===== src/sv/bte_pkg.sv =====
// ----------------------------------------------------------------------------
// bte_pkg
// Types, codes and the days-in-month helper for the BCD time/date editor.
// ----------------------------------------------------------------------------
package bte_pkg;

  typedef enum logic [2:0] {
    OP_DIGIT  = 3'd0,
    OP_FWD    = 3'd1,
    OP_BACK   = 3'd2,
    OP_OK     = 3'd3,
    OP_CANCEL = 3'd4,
    OP_OTHER  = 3'd5,
    OP_TIME   = 3'd6,
    OP_DATE   = 3'd7
  } op_t;

  typedef enum logic [1:0] {
    MODE_IDLE = 2'd0,
    MODE_TIME = 2'd1,
    MODE_DATE = 2'd2
  } mode_t;

  typedef struct packed {
    op_t        op;
    logic [3:0] digit;
  } key_t;

  typedef struct packed {
    logic [5:0] hour_bcd;
    logic [6:0] minute_bcd;
    logic [5:0] day_bcd;
    logic [4:0] month_bcd;
    logic [7:0] year_bcd;
    mode_t      edit_mode;
    logic [2:0] cursor;
    logic       committed;
    logic       wrong_key;
  } disp_t;

  localparam logic [5:0] HOUR_CLAMP  = 6'h23;
  localparam logic [4:0] MONTH_LAST  = 5'h12;
  localparam logic [5:0] DAYS_31     = 6'h31;
  localparam logic [5:0] DAYS_30     = 6'h30;
  localparam logic [5:0] DAYS_29     = 6'h29;
  localparam logic [5:0] DAYS_28     = 6'h28;
  localparam logic [5:0] DAY_FIRST   = 6'h01;
  localparam logic [4:0] MONTH_FIRST = 5'h01;
  localparam logic [7:0] YEAR_RESET  = 8'h24;

  localparam logic [2:0] TIME_LAST_POS = 3'd3;
  localparam logic [2:0] DATE_LAST_POS = 3'd5;

  // The decimal year 10*t + o is divisible by 4 exactly when 2*t + o is, so
  // only the low bits of the two digits matter.
  function automatic logic [5:0] bte_max_day(input logic [4:0] month,
                                             input logic [7:0] year);
    logic leap;
    leap = (year[0] == 1'b0) && (year[4] == year[1]);
    case (month)
      5'h04, 5'h06, 5'h09, 5'h11: bte_max_day = DAYS_30;
      5'h02:                      bte_max_day = leap ? DAYS_29 : DAYS_28;
      default:                    bte_max_day = DAYS_31;
    endcase
  endfunction

endpackage


===== src/sv/bcd_time_date_entry_editor.sv =====
// ----------------------------------------------------------------------------
// bcd_time_date_entry_editor
// Keypad editor for a packed-BCD clock with committed and working copies.
// ----------------------------------------------------------------------------
//  Channel  Direction  Handshake               Payload
//  key      in         key_valid / key_stall   key_t  (op, digit)
//  disp     out        disp_valid / disp_stall disp_t (shown values, flags)
//
//  One key request is taken every unstalled cycle; its result appears in the
//  output register the next cycle. The key state update and the digit checks
//  are a single pass of compare-and-select logic between the state registers
//  and the output register. A stalled result holds the output register, and
//  a new key is taken as soon as the waiting result leaves. Reset restores
//  the default time and date and idles the editor; no keys are taken during it.
// ----------------------------------------------------------------------------
module bcd_time_date_entry_editor (
  input  logic          clk,
  input  logic          rst,
  input  logic          key_valid,
  output logic          key_stall,
  input  bte_pkg::key_t key,
  output logic          disp_valid,
  input  logic          disp_stall,
  output bte_pkg::disp_t disp
);
  import bte_pkg::*;

  logic [5:0] saved_hour,   saved_hour_next;
  logic [6:0] saved_minute, saved_minute_next;
  logic [5:0] saved_day,    saved_day_next;
  logic [4:0] saved_month,  saved_month_next;
  logic [7:0] saved_year,   saved_year_next;
  logic [5:0] work_hour,    work_hour_next;
  logic [6:0] work_minute,  work_minute_next;
  logic [5:0] work_day,     work_day_next;
  logic [4:0] work_month,   work_month_next;
  logic [7:0] work_year,    work_year_next;
  mode_t      mode,         mode_next;
  logic [2:0] cursor_pos,   cursor_pos_next;
  logic       committed_next;
  logic       wrong_next;
  logic       accept;

  assign key_stall = rst | (disp_valid & disp_stall);
  assign accept    = key_valid & ~key_stall;

  always_comb begin
    logic [3:0] d;
    logic [2:0] last;
    logic [5:0] maxd_cur;
    logic [5:0] maxd_fix;
    d        = key.digit;
    last     = (mode == MODE_DATE) ? DATE_LAST_POS : TIME_LAST_POS;
    maxd_cur = bte_max_day(work_month, work_year);
    maxd_fix = DAYS_31;

    saved_hour_next   = saved_hour;
    saved_minute_next = saved_minute;
    saved_day_next    = saved_day;
    saved_month_next  = saved_month;
    saved_year_next   = saved_year;
    work_hour_next    = work_hour;
    work_minute_next  = work_minute;
    work_day_next     = work_day;
    work_month_next   = work_month;
    work_year_next    = work_year;
    mode_next         = mode;
    cursor_pos_next   = cursor_pos;
    committed_next    = 1'b0;
    wrong_next        = 1'b0;

    if (key.op == OP_TIME || key.op == OP_DATE) begin
      work_hour_next   = saved_hour;
      work_minute_next = saved_minute;
      work_day_next    = saved_day;
      work_month_next  = saved_month;
      work_year_next   = saved_year;
      mode_next        = (key.op == OP_TIME) ? MODE_TIME : MODE_DATE;
      cursor_pos_next  = 3'd0;
    end else if (mode != MODE_IDLE) begin
      unique case (key.op)
        OP_DIGIT: begin
          if (d > 4'd9) begin
            wrong_next = 1'b1;
          end else if (mode == MODE_TIME) begin
            case (cursor_pos)
              3'd0: begin
                if (d <= 4'd2) begin
                  work_hour_next  = {d[1:0], work_hour[3:0]};
                  cursor_pos_next = 3'd1;
                end
                // Moving the tens to 2 pulls an hour past 23 back to 23.
                if (work_hour_next[5:4] == 2'd2 && work_hour_next[3:0] > 4'd3) begin
                  work_hour_next = HOUR_CLAMP;
                end
              end
              3'd1: begin
                if (!(work_hour[5:4] == 2'd2 && d > 4'd3)) begin
                  work_hour_next  = {work_hour[5:4], d};
                  cursor_pos_next = 3'd2;
                end
              end
              3'd2: begin
                if (d <= 4'd5) begin
                  work_minute_next = {d[2:0], work_minute[3:0]};
                  cursor_pos_next  = 3'd3;
                end
              end
              3'd3: begin
                work_minute_next = {work_minute[6:4], d};
                cursor_pos_next  = 3'd0;
              end
              default: begin
              end
            endcase
          end else begin
            case (cursor_pos)
              3'd0: begin
                if (d <= {2'b00, maxd_cur[5:4]}) begin
                  work_day_next   = {d[1:0], work_day[3:0]};
                  cursor_pos_next = 3'd1;
                end
              end
              3'd1: begin
                if ({work_day[5:4], d} <= maxd_cur) begin
                  work_day_next   = {work_day[5:4], d};
                  cursor_pos_next = 3'd2;
                end
              end
              3'd2: begin
                if (d <= 4'd1) begin
                  work_month_next = {d[0], work_month[3:0]};
                  cursor_pos_next = 3'd3;
                end
              end
              3'd3: begin
                if ({work_month[4], d} <= MONTH_LAST) begin
                  work_month_next = {work_month[4], d};
                  cursor_pos_next = 3'd4;
                end
              end
              3'd4: begin
                work_year_next  = {d, work_year[3:0]};
                cursor_pos_next = 3'd5;
              end
              3'd5: begin
                work_year_next  = {work_year[7:4], d};
                cursor_pos_next = 3'd0;
              end
              default: begin
              end
            endcase
            // Keep the date legal after every date digit.
            if (work_day_next == 6'h00) work_day_next = DAY_FIRST;
            if (work_month_next == 5'h00) work_month_next = MONTH_FIRST;
            if (work_month_next > MONTH_LAST) work_month_next = MONTH_LAST;
            maxd_fix = bte_max_day(work_month_next, work_year_next);
            if (work_day_next > maxd_fix) work_day_next = maxd_fix;
          end
        end
        OP_FWD: begin
          cursor_pos_next = (cursor_pos >= last) ? 3'd0 : cursor_pos + 3'd1;
        end
        OP_BACK: begin
          cursor_pos_next = (cursor_pos == 3'd0 || cursor_pos > last) ? last
                                                                      : cursor_pos - 3'd1;
        end
        OP_OK: begin
          saved_hour_next   = work_hour;
          saved_minute_next = work_minute;
          saved_day_next    = work_day;
          saved_month_next  = work_month;
          saved_year_next   = work_year;
          committed_next    = 1'b1;
          mode_next         = MODE_IDLE;
          cursor_pos_next   = 3'd0;
        end
        OP_CANCEL: begin
          work_hour_next   = saved_hour;
          work_minute_next = saved_minute;
          work_day_next    = saved_day;
          work_month_next  = saved_month;
          work_year_next   = saved_year;
          mode_next        = MODE_IDLE;
          cursor_pos_next  = 3'd0;
        end
        OP_OTHER: begin
          wrong_next = 1'b1;
        end
        OP_TIME, OP_DATE: begin
        end
      endcase
    end
  end

  always_ff @(posedge clk) begin
    if (rst) begin
      saved_hour   <= 6'h00;
      saved_minute <= 7'h00;
      saved_day    <= DAY_FIRST;
      saved_month  <= MONTH_FIRST;
      saved_year   <= YEAR_RESET;
      work_hour    <= 6'h00;
      work_minute  <= 7'h00;
      work_day     <= DAY_FIRST;
      work_month   <= MONTH_FIRST;
      work_year    <= YEAR_RESET;
      mode         <= MODE_IDLE;
      cursor_pos   <= 3'd0;
      disp_valid   <= 1'b0;
    end else begin
      if (accept) begin
        saved_hour   <= saved_hour_next;
        saved_minute <= saved_minute_next;
        saved_day    <= saved_day_next;
        saved_month  <= saved_month_next;
        saved_year   <= saved_year_next;
        work_hour    <= work_hour_next;
        work_minute  <= work_minute_next;
        work_day     <= work_day_next;
        work_month   <= work_month_next;
        work_year    <= work_year_next;
        mode         <= mode_next;
        cursor_pos   <= cursor_pos_next;
        disp_valid   <= 1'b1;
      end else if (!disp_stall) begin
        disp_valid <= 1'b0;
      end
    end
  end

  always_ff @(posedge clk) begin
    if (accept) begin
      disp.hour_bcd   <= work_hour_next;
      disp.minute_bcd <= work_minute_next;
      disp.day_bcd    <= work_day_next;
      disp.month_bcd  <= work_month_next;
      disp.year_bcd   <= work_year_next;
      disp.edit_mode  <= mode_next;
      disp.cursor     <= cursor_pos_next;
      disp.committed  <= committed_next;
      disp.wrong_key  <= wrong_next;
    end
  end

endmodule


===== config.mk =====
export PLATFORM = sky130hd
export DESIGN_NAME = bcd_time_date_entry_editor
export DESIGN_NICKNAME = d
export VERILOG_FILES = /design/src/sv/bte_pkg.sv /design/src/sv/bcd_time_date_entry_editor.sv
export SDC_FILE = /design/constraint.sdc
export NUM_CORES = 1
export LEC_CHECK = 0
export BUFFER_PORTS_ARGS = -buffer_cell sky130_fd_sc_hd__buf_4
export CAP_MARGIN = 40
export CORE_MARGIN = 1.5
export CORE_UTILIZATION = 60
export DETAILED_ROUTE_END_ITERATION = 6
export PLACE_DENSITY = 0.8
export SLEW_MARGIN = 10
export SYNTH_ARGS = -nofsm -noshare
export SYNTH_HDL_FRONTEND = slang
export SYNTH_SLANG_ARGS = --single-unit

===== constraint.sdc =====
create_clock -name clk -period 6.7 [get_ports clk]
set_input_delay 1.34 -clock clk [delete_from_list [all_inputs] [get_ports clk]]
set_output_delay 1.34 -clock clk [all_outputs]
set_load 0.01 [all_outputs]

==> metrics.md <==
| Metric | Value |
|---|---|
| P&R area growth vs syn | 10.4% |
| Post-synthesis sequential area ratio | 42.5% |
| Final ANT Viol Nets | 0 |
| Cell area power density | 191 mW/mm^2 |
| Root buffer cell | clkbuf_8 |
| Hold Buf Count CTS | 0 |
| Drt initial violations | 450 |
| Starting Density | 61.9% |
| CTS clk-pin slew, worst paths | 0.11 ns |
| Chip width | 103 um |
| Worst reg2reg setup slack | 1.98 ns |
| Inserted Diodes | 0 |
| Drt wl/cell | 19.4 um |
| Hold crit path type | reg2reg |
| Fmax | 212 MHz |
| CTS tree | done |
| Initial antenna violation count | 0 |
| Worst slew margin | 40.2% |
| Post-CTS Setup Inserts | 0 |
| WL final | 17.2 mm |
| Worst endpoint required time | 6.86 ns |
| Post-CTS sizing | 0 |
| Warnings, synthesis | 0 |
| Clk_skew | 0.0141 ns |
| # fillers | 819 |
| Share of cells above drive strength 1 | 13.5% |
| Max VDD drop | 0.000172 V |
| Syn Std Cell Area | 0.00605 sq mm |
| Crit-path cells | inv_1 -> ha_1 -> or3b_1 -> a32oi_1 -> xnor2_1 -> a21o_1 -> a2111oi_2 -> nor2_1 -> ha_1 -> a32o_1 -> nand3_1 -> o211ai_2 -> a32oi_1 -> o31ai_2 -> a21oi_2 -> nor2_1 |
| Core Box Area | 0.00977 sq mm |
| Setup CP Type | reg2reg |
| Slowest cell delay on critical path | 0.84 ns |
| Post-synth EDFFs | 39 |
| Synth top area cells | dfxtp_1 (23%), edfxtp_1 (19%), nand2_1 (9.5%), o21ai_0 (4.7%), a21oi_1 (4.2%) |
| Final setup violation count | 0 |
| IO Count | 52 |
| Drt first pass iters | 6 |
| GRT overflow | 0 |
| Reg2reg start | cursor_pos[1] |
| Crit Path Max Fanout | 21 |
| Core Rows | 36 |
| FFs w/ async S/R, synth | 0% |
| CP Launch Type | flip-flop |
| Max-cap violation count | 0 |
| GRT Util Overall | 33.6% |
| Actual slew at the worst max-slew pin | 0.896 ns |
| Port Buffers | 51 |
| DR DRC count | 0 |
| Worst setup EP type | flip-flop |
| Crit share post-route | 70.4% |
| Main synth FF type | dfxtp_1 |
| Final hold viol count | 0 |
| Num Clock Sinks | 109 |
| Synth top area share | 23.2% |
| CTS Buffer Depth | 2 |
| DP HPWL | 11.7 mm |
| H-tree depth | 3 |
| Unrepaired setup endpoints after global routing | false |
| Post-synthesis cell count | 725 |
| Vias per std cell | 6.48 |
| Worst path arrival time | 4.88 ns |
| Count of final max-slew check failures | 0 |
| WHS | 0.464 ns |
| Via count | 5722 |
| Average size of a mapped cell | 8.35 sq um |
| TritonCTS buffer count | 9 |
| DIE AREA | 0.0107 sq mm |
| Post-synth top area cell | dfxtp_1 |
| First-pass GRT wire length | 27.2 mm |
| Fin crit period | 4.72 ns |
| Leakage | 0.00241 uW |
| Layout Nets | 771 |
| Status | completed |
| Vias in the first global route | 5373 |
| Synth cell types | 73 |
| Most common cell after layout, fill and taps aside | nand2_1 |
| Min-delay src | saved_month[1] |
| Die height | 103 um |
| Setup TNS Final | 0 ns |
| Synth Net Count | 751 |
| Largest net degree at the start of global routing | 60 |
| Placer Congestion | 0.967 |
| Slowest cell on the critical path | dfxtp_1 |
| CP Launch Point | cursor_pos[1] |
| Clock Latency Late Sink | 0.40 ns |
| Commonest non-fill, non-tap cells in the layout | nand2_1 (153), dfxtp_1 (70), buf_4 (60) |
| #FFs+latches synth | 109 |
## metal layers
| metal | GRT usage (%) | vias to the layer above | share of wire [%] |
|---|---|---|---|
| met4 | 15.4 | 0 | 3.1 |
| li1 | - | 2686 | - |
| met1 | 45.5 | 2706 | 43 |
| met2 | 51.9 | 274 | 46 |
| met3 | 6.72 | 56 | 7.6 |
| met5 | 0 | - | 0 |
## worst paths after layout
| check | to | cells after the start |
|---|---|---|
| worst min register to register | saved_month[1] | 2 |
| worst max register to register | disp[24] | 16 |
| worst max-delay path | disp[24] | 16 |
| worst min-delay path | saved_month[1] | 2 |
## final cells by class
class	instances	area [sq um]	area share, %
tap	133	166	2.49
multi-input combinational	550	3220	48.2
sequential	109	2570	38.5
inverter	15	57.6	0.861
timing repair buffer	60	450	6.74
clock buffer	10	138	2.06
clock inverter	6	76.3	1.14
## per-stage QoR
| step | setup slack, ns | instance area, sq um | std cells | util (%) | power (uW) |
|---|---|---|---|---|---|
| after global routing | 1.64 | 6680 | 883 | 68.4 | 1310 |
| after floorplan | 1.95 | 6050 | 725 | - | 806 |
| after global placement | 1.88 | 6460 | 866 | 66.1 | 851 |
| after CTS | 2.04 | 6680 | 883 | 68.4 | 1270 |
| final | 1.98 | 6680 | 883 | 68.4 | 1270 |
| after detailed placement | 1.79 | 6470 | 867 | 66.2 | 855 |
## where the power goes
group          internal (uW)  leakage, uW  switching, uW
combinational           44.1      0.00137           90.5
sequential               698     0.000935           9.84
clock                    190     0.000103            243
total                    932      0.00241            343
## critical path, delay by kind of cell, from the launching register on
family	cells	cell delay [ns]
fa+ha+maj	2	0.77
buf+inv	1	0.21
simple gates	4	0.75
xor+xnor	1	0.14
flops	1	0.84
compound gates	8	1.77
## flip-flops by register name, indices dropped and copies added (netlist names)
| signal | cells |
|---|---|
| disp | 39 |
| saved_hour | 6 |
| work_minute | 7 |
| saved_day | 6 |
| work_day | 6 |
| work_month | 5 |
| disp_valid | 1 |
| cursor_pos | 3 |
| work_year | 8 |
| saved_minute | 7 |
| saved_year | 8 |
| mode | 2 |
| work_hour | 6 |
| saved_month | 5 |
## Yosys cell counts (15+ instances only)
cell	number
nand2_1	153
dfxtp_1	70
o21ai_0	57
a21oi_1	51
clkbuf_1	43
edfxtp_1	39
nor2_1	29
a22oi_1	20
nand3_1	17
ha_1	15
## logic make-up after synthesis
group / synth area share, %
compound gates: 25.7
xor+xnor: 0.579
fa+ha+maj: 3.29
buf+inv: 4.30
flops: 42.5
simple gates: 23.6
(Power assumes the default switching activity.)
